$ cat src/rtl/kfs_pkg.sv
`timescale 1ns / 1ps

package kfs_pkg;

  localparam int DEPTH     = 16;
  localparam int KEY_BITS  = 16;
  localparam int DATA_BITS = 32;
  localparam int IDX_W     = $clog2(DEPTH);
  localparam int CNT_W     = $clog2(DEPTH + 1);

  typedef enum logic [1:0] {
    ACT_ENQ    = 2'd0,
    ACT_DEQ    = 2'd1,
    ACT_LOOKUP = 2'd2,
    ACT_LIST   = 2'd3
  } action_t;

  typedef enum logic [1:0] {
    ST_OK        = 2'd0,
    ST_EMPTY     = 2'd1,
    ST_NOT_FOUND = 2'd2,
    ST_FULL      = 2'd3
  } status_t;

  typedef enum logic [1:0] {
    S_IDLE,
    S_DISPATCH,
    S_SINGLE,
    S_WALK
  } state_t;

  typedef struct packed {
    action_t                action;
    logic [KEY_BITS-1:0]    key;
    logic [DATA_BITS-1:0]   payload;
  } in_item_t;

  typedef struct packed {
    status_t                status;
    logic [KEY_BITS-1:0]    entry_key;
    logic [DATA_BITS-1:0]   entry_data;
    logic [CNT_W-1:0]       entry_count;
    logic                   last;
  } out_item_t;

  // Controller to datapath
  typedef struct packed {
    logic load;         // capture the input transaction
    logic rd_start;     // read the head entry, walk index to zero
    logic rd_next;      // advance the walk index and read that entry
    logic emit_single;  // enqueue, dequeue, or lookup or list on an empty queue
    logic emit_found;   // lookup hit on the entry under the walk
    logic emit_miss;    // lookup walked to the tail without a hit
    logic emit_list;    // list result for the entry under the walk
  } dp_cmd_t;

  // Datapath to controller
  typedef struct packed {
    action_t action;
    logic    empty;
    logic    match;
    logic    is_last;
    logic    out_free;
  } dp_stat_t;

endpackage

$ cat src/rtl/kfs_ctrl.sv
`timescale 1ns / 1ps

module kfs_ctrl
  import kfs_pkg::*;
(
  input  logic     clk,
  input  logic     rst_n,
  input  logic     in_valid,
  output logic     in_ready,
  input  dp_stat_t stat,
  output dp_cmd_t  cmd
);

  state_t state_r, state_nxt;

  always_ff @(posedge clk) begin
    if (!rst_n) begin
      state_r <= S_IDLE;
    end else begin
      state_r <= state_nxt;
    end
  end

  always_comb begin
    state_nxt = state_r;
    case (state_r)
      S_IDLE: begin
        if (in_valid) begin
          state_nxt = S_DISPATCH;
        end
      end
      S_DISPATCH: begin
        if (stat.action inside {ACT_ENQ, ACT_DEQ} || stat.empty) begin
          state_nxt = S_SINGLE;
        end else begin
          state_nxt = S_WALK;
        end
      end
      S_SINGLE: begin
        if (stat.out_free) begin
          state_nxt = S_IDLE;
        end
      end
      S_WALK: begin
        if (stat.out_free && (stat.match && stat.action == ACT_LOOKUP || stat.is_last)) begin
          state_nxt = S_IDLE;
        end
      end
      default: state_nxt = S_IDLE;
    endcase
  end

  always_comb begin
    in_ready = 1'b0;
    cmd      = '0;
    case (state_r)
      S_IDLE: begin
        in_ready = 1'b1;
        cmd.load = in_valid;
      end
      S_DISPATCH: begin
        cmd.rd_start = !(stat.action inside {ACT_ENQ, ACT_DEQ}) && !stat.empty;
      end
      S_SINGLE: begin
        cmd.emit_single = stat.out_free;
      end
      S_WALK: begin
        if (stat.action == ACT_LOOKUP) begin
          if (stat.match) begin
            cmd.emit_found = stat.out_free;
          end else if (stat.is_last) begin
            cmd.emit_miss = stat.out_free;
          end else begin
            cmd.rd_next = 1'b1;
          end
        end else begin
          cmd.emit_list = stat.out_free;
          cmd.rd_next   = stat.out_free && !stat.is_last;
        end
      end
      default: begin
        in_ready = 1'b0;
      end
    endcase
  end

endmodule

$ cat src/rtl/kfs_dp.sv
`timescale 1ns / 1ps

module kfs_dp
  import kfs_pkg::*;
(
  input  logic      clk,
  input  logic      rst_n,
  input  in_item_t  in_data,
  input  logic      out_ready,
  output logic      out_valid,
  output out_item_t out_data,
  input  dp_cmd_t   cmd,
  output dp_stat_t  stat
);

  logic [KEY_BITS-1:0]  key_mem  [DEPTH];
  logic [DATA_BITS-1:0] data_mem [DEPTH];

  in_item_t             item_r;
  logic [IDX_W-1:0]     head_r, head_nxt;
  logic [IDX_W-1:0]     tail_r, tail_nxt;
  logic [CNT_W-1:0]     cnt_r, cnt_nxt;
  logic [IDX_W-1:0]     idx_r, idx_nxt;
  logic [KEY_BITS-1:0]  rd_key_r;
  logic [DATA_BITS-1:0] rd_data_r;
  logic [IDX_W-1:0]     rd_addr;
  logic                 rd_en;
  logic                 full;
  logic                 do_write;
  out_item_t            res;
  logic                 emit;
  logic                 out_valid_r;
  out_item_t            out_r;

  assign full  = (cnt_r == CNT_W'(DEPTH));
  assign emit  = cmd.emit_single | cmd.emit_found | cmd.emit_miss | cmd.emit_list;

  assign stat.action   = item_r.action;
  assign stat.empty    = (cnt_r == '0);
  assign stat.match    = (rd_key_r == item_r.key);
  assign stat.is_last  = ((CNT_W'(idx_r) + CNT_W'(1)) == cnt_r);
  assign stat.out_free = !out_valid_r || out_ready;

  // Walk index and ring read address
  always_comb begin
    idx_nxt = idx_r;
    if (cmd.rd_start) begin
      idx_nxt = '0;
    end else if (cmd.rd_next) begin
      idx_nxt = idx_r + IDX_W'(1);
    end
  end

  assign rd_en   = cmd.rd_start | cmd.rd_next;
  assign rd_addr = head_r + idx_nxt;

  // Pointer and count updates, result formation
  always_comb begin
    head_nxt        = head_r;
    tail_nxt        = tail_r;
    cnt_nxt         = cnt_r;
    do_write        = 1'b0;
    res             = '0;
    res.last        = 1'b1;
    if (cmd.emit_single) begin
      case (item_r.action)
        ACT_ENQ: begin
          if (full) begin
            res.status = ST_FULL;
          end else begin
            do_write   = 1'b1;
            tail_nxt   = tail_r + IDX_W'(1);
            cnt_nxt    = cnt_r + CNT_W'(1);
            res.status = ST_OK;
          end
        end
        ACT_DEQ: begin
          if (cnt_r == '0) begin
            res.status = ST_EMPTY;
          end else begin
            head_nxt   = head_r + IDX_W'(1);
            cnt_nxt    = cnt_r - CNT_W'(1);
            res.status = ST_OK;
          end
        end
        ACT_LOOKUP: res.status = ST_NOT_FOUND;
        default:    res.status = ST_EMPTY;
      endcase
    end else if (cmd.emit_found) begin
      res.status     = ST_OK;
      res.entry_key  = rd_key_r;
      res.entry_data = rd_data_r;
    end else if (cmd.emit_miss) begin
      res.status = ST_NOT_FOUND;
    end else begin
      res.status    = ST_OK;
      res.entry_key = rd_key_r;
      res.last      = stat.is_last;
    end
    res.entry_count = cnt_nxt;
  end

  always_ff @(posedge clk) begin
    if (!rst_n) begin
      head_r      <= '0;
      tail_r      <= '0;
      cnt_r       <= '0;
      out_valid_r <= 1'b0;
    end else begin
      head_r <= head_nxt;
      tail_r <= tail_nxt;
      cnt_r  <= cnt_nxt;
      if (emit) begin
        out_valid_r <= 1'b1;
      end else if (out_ready) begin
        out_valid_r <= 1'b0;
      end
    end
  end

  always_ff @(posedge clk) begin
    idx_r <= idx_nxt;
    if (cmd.load) begin
      item_r <= in_data;
    end
    if (emit) begin
      out_r <= res;
    end
  end

  // Entry storage
  always_ff @(posedge clk) begin
    if (do_write) begin
      key_mem[tail_r]  <= item_r.key;
      data_mem[tail_r] <= item_r.payload;
    end
    if (rd_en) begin
      rd_key_r  <= key_mem[rd_addr];
      rd_data_r <= data_mem[rd_addr];
    end
  end

  assign out_valid = out_valid_r;
  assign out_data  = out_r;

endmodule

$ cat src/rtl/keyed_fifo_with_search.sv
`timescale 1ns / 1ps

// Channel  Direction  Handshake          Payload
// -------  ---------  -----------------  ---------------------------------------------
// in_      input      in_valid/in_ready  in_item_t: action, key, payload
// out_     output     out_valid/out_ready out_item_t: status, entry_key, entry_data,
//                                          entry_count, last
//
// One transaction is taken at a time. Enqueue and dequeue pass through capture,
// dispatch and the single-result state before their result is registered; lookup
// and list walk the entries from the head, ending at a lookup hit or the tail,
// paced by the single read port of the entry memory.
// Reset (rst_n low, synchronous) empties the queue; entry memory is not cleared.
// A full output register stalls the controller and holds the walk in place;
// a new input transaction is taken once the previous one has issued its final result.

module keyed_fifo_with_search
  import kfs_pkg::*;
(
  input  logic      clk,
  input  logic      rst_n,
  input  logic      in_valid,
  output logic      in_ready,
  input  in_item_t  in_data,
  output logic      out_valid,
  input  logic      out_ready,
  output out_item_t out_data
);

  dp_cmd_t  cmd;
  dp_stat_t stat;

  // Sequencer: capture, dispatch, single result or head-to-tail walk
  kfs_ctrl u_ctrl (
    .clk      (clk),
    .rst_n    (rst_n),
    .in_valid (in_valid),
    .in_ready (in_ready),
    .stat     (stat),
    .cmd      (cmd)
  );

  // Ring storage, pointers, count and the output register
  kfs_dp u_dp (
    .clk       (clk),
    .rst_n     (rst_n),
    .in_data   (in_data),
    .out_ready (out_ready),
    .out_valid (out_valid),
    .out_data  (out_data),
    .cmd       (cmd),
    .stat      (stat)
  );

endmodule
$ cat config.mk
export PLATFORM = sky130hd
export DESIGN_NAME = keyed_fifo_with_search
export DESIGN_NICKNAME = d
export VERILOG_FILES = /design/src/rtl/kfs_pkg.sv /design/src/rtl/kfs_ctrl.sv /design/src/rtl/kfs_dp.sv /design/src/rtl/keyed_fifo_with_search.sv
export SDC_FILE = /design/constraint.sdc
export NUM_CORES = 1
export LEC_CHECK = 0
export ABC_AREA = 0
export BUFFER_PORTS_ARGS = -buffer_cell sky130_fd_sc_hd__buf_2
export CAP_MARGIN = 10
export CORE_ASPECT_RATIO = 1.4
export CORE_MARGIN = 5
export CORE_UTILIZATION = 50
export DETAILED_ROUTE_END_ITERATION = 10
export PLACE_DENSITY = 0.67
export SYNTH_ARGS = -nofsm -noshare
export SYNTH_HDL_FRONTEND = slang
export SYNTH_SLANG_ARGS = --single-unit
export TNS_END_PERCENT = 100
$ cat constraint.sdc
create_clock -name clk -period 8.2 [get_ports clk]
set_input_delay 1.64 -clock clk [delete_from_list [all_inputs] [get_ports clk]]
set_output_delay 1.64 -clock clk [all_outputs]
set_load 0.02 [all_outputs]
==> results.md <==
- Most used DFF post-synth: edfxtp_1
- Post-CTS setup buffers: 0
- Antenna-violating nets left: 0
- Worst-skew pair later-pin latency: around 0.64 ns
- CP top delay family: adder cells
- Sequential-to-total area share from yosys stat: approximately 80%
- Final Hold Vio Count: 0
- Top post-synthesis cells by area: edfxtp_1 (77%), mux4_2 (12%), mux2i_1 (4.1%)
- Status: completed
- Worst slack, placed: ~2.4 ns
- Fin Clk Skew: between 0.03 and 0.04 ns
- CTS resizes: 0
- Yosys reg bits: about 940
- CP endpoint kind: flip-flop
- Post-CTS Hold Fix Bufs: 0
- Core area: between 0.07 and 0.08 sq mm
- Reg-to-Reg End: u_dp.rd_data_r[22]
- Total CTS buffers: 86
- Input/output buffers: ~110
- Reg2Reg Launch Point: u_dp.item_r[37]
- Die Span X: 236 microns
- FP Rows: approximately 120
- EDFF count, synth: just over 900
- Critical Path RT: around 8.5 ns
- Hold depth: 1
- Maximum VDD drop: approximately 190 uV
- Final setup violation count: 0
- Cells after Synth: 1592
- Vias in the first global route: about 17k
- Most frequent cells in the layout: edfxtp_1 (922), mux4_2 (192), mux2i_1 (146), buf_2 (111), clkbuf_16 (86)
- Worst slew margin: between 10% and 20%
- Post-DP HPWL: 37900 microns
- FF-to-FF path depth: 13
- GRT overflow: 0
- Mean Syn Cell Area: between 20 and 25 sq um
- Routed vias: approximately 16k
- Max Clock Freq: between 0.15 and 0.2 GHz
- Critical Path AT: 5.97 ns
- Syn Nets: 1658
- Final worst setup slack: ~2.6 ns
- Worst-path cell chain: xnor2_1 > nand4_1 > nor4_2 > nand2b_1 > nand3_1 > xor2_1 > nor2_1 > ha_4 > fa_4 > buf_4 > mux4_2 > mux2i_1 > mux2i_1
- Share of post-route cells with drive strength above 1: a little over a quarter
- Routability Congestion: ~0.76
- Num ports: 112
- First-pass GRT wire length: approximately 110000 microns
- Most common cell after layout, fill and taps aside: edfxtp_1
- Final Critical Period: approximately 5.6 ns
- Netlist cell types: roughly 50
- Htree depth: 3
- CP bufs+invs: 1
- Setup TNS Final: 0 ns
- Crit. Startpoint: u_dp.item_r[37]
- RSZ-0062 raised after global routing: false
- CTS tree: built
- Critical Path Fanout Max: between 50 and 60
- Area delta synth->final: 12.9%
- Pleak: about 13 nW
- Area leader, netlist: edfxtp_1
- Clock Tree Root: clkbuf_16
- Cell Pwr Density: ~280 mW/mm^2
- Total routed wirelength: ~75000 microns
- Startpoint types: flip-flop
- Worst-Margin Slew: around 1.3 ns
- Layout Nets: 1817
- Starting Density: 50.2%
- Total clock sinks: around 940
- R2R setup slack: around 2.6 ns
- Max incr delay on CP: ~1.1 ns
- DRC: 0
- DR vias/cell: between 5 and 6
- Total Routing Usage GR: between 10% and 20%
- Max-cap violations: 0
- Worst-path clk slew: approximately 0.06 ns
- N_diodes: 0
- Worst path most repeated cell: mux2i_1
- Async set-reset flop share out of synthesis: 0%
- Crit path kind: flip-flop to flip-flop
- CP endpoint: u_dp.rd_data_r[22]
- Final hold slack: slightly above 0.5 ns
- Die Area: ~0.077 sq mm
- Ys Warns: 0
- CP max stage cell: fa_4
- Iter 0 DRT Violations: roughly 1.6k
- WP depth: 13
- Initial antenna violation count: 1
- HP Class: flip-flop to flip-flop
- Post-synthesis instance area: 0.0358 sq mm
- CTS max path bufs: 3
- Largest net degree at the start of global routing: 113
- Yosys top cell area share: 77.4%
- Routed wire per std cell: 27.0 microns
- Final Max Tran Viols: 0
- DIE HEIGHT: ~330 microns
- Drt first pass iters: 6
- Post-route clock period utilization: between 60% and 70%
==> synth_stat cells, drive strengths merged, types with 6 or more instances <==
library cell,number
a21oi,13
and2,54
buf,30
clkbuf,42
dfxtp,20
edfxtp,922
ha,11
inv,6
mux2i,147
mux4,192
nand2,17
nand2b,7
nand4,8
nor2,40
nor3,13
xnor2,26
xor2,9
==> logic make-up (layout without fill, tap and decap cells) <==
| family | Yosys count | count (layout) | share of synthesized area (%) |
|---|---|---|---|
| compound gates | 31 | 31 | 0.546 |
| xor+xnor | 35 | 35 | 0.878 |
| fa+ha+maj | 12 | 12 | 0.441 |
| buf+inv | 79 | 304 | 1.04 |
| flops | 942 | 942 | 78.6 |
| mux | 339 | 339 | 16.2 |
| simple gates | 154 | 154 | 2.32 |
==> power by group <==
part,switching (mW),leakage (nW),internal [mW]
Combinational,0.970,2.81,1.06
Sequential,0.101,8.52,5.44
Clock,1.67,1.34,2.22
==> how the worst min path moves through the flow <==
stage,from,to
floorplan,u_dp.rd_data_r[4],u_dp.out_data[10]
global placement,u_dp.rd_data_r[3],u_dp.out_data[9]
detailed placement,u_dp.rd_data_r[3],u_dp.out_data[9]
CTS,u_dp.rd_data_r[3],u_dp.out_data[9]
global route,u_dp.rd_data_r[2],u_dp.out_data[8]
finish,u_dp.rd_data_r[2],u_dp.out_data[8]
==> per-layer routing <==
layer / up-vias / global-route usage [%] / wire (microns)
li1: 6860 / - / -
met1: 8545 / 26.2 / 29600
met2: 561 / 33.5 / 39000
met3: 107 / 2.87 / 4410
met4: 0 / 5.28 / 1690
met5: - / 0 / 0
==> registers in the layout, summed over array words and instances (netlist names) <==
signal / flops
u_dp.stat: 2
u_dp.key_mem: 256
u_dp.idx_r: 4
u_dp.tail_r: 4
u_ctrl.state_r: 2
u_dp.rd_key_r: 16
u_dp.out_valid: 1
u_dp.head_r: 4
u_dp.rd_data_r: 32
u_dp.item_r: 48
u_dp.cnt_r: 5
u_dp.out_data: 56
u_dp.data_mem: 512
==> area by class of cell <==
| type | count | area, sq um |
|---|---|---|
| Clock inverter | 45 | 438 |
| Multi-Input combinational cell | 571 | 7490 |
| Timing Repair Buffer | 143 | 846 |
| Fill cell | 5169 | 30900 |
| Sequential cell | 942 | 28100 |
| Clock buffer | 109 | 2280 |
| Inverter | 7 | 31.3 |
| Tap cell | 944 | 1180 |
==> through the flow <==
| step | area, sq um | std cells | util [%] | power, mW |
|---|---|---|---|---|
| 6_report | 40300 | 2761 | 56.6 | 11.5 |
| 5_1_grt | 40300 | 2761 | 56.6 | 11.9 |
| 4_1_cts | 40300 | 2761 | 56.6 | 11.6 |
| 3_5_place_dp | 37600 | 2607 | 52.8 | 7.73 |
| 3_3_place_gp | 37600 | 2607 | 52.8 | 7.68 |
| 2_1_floorplan | 35800 | 1592 | - | 7.28 |
(Power assumes the default switching activity.)
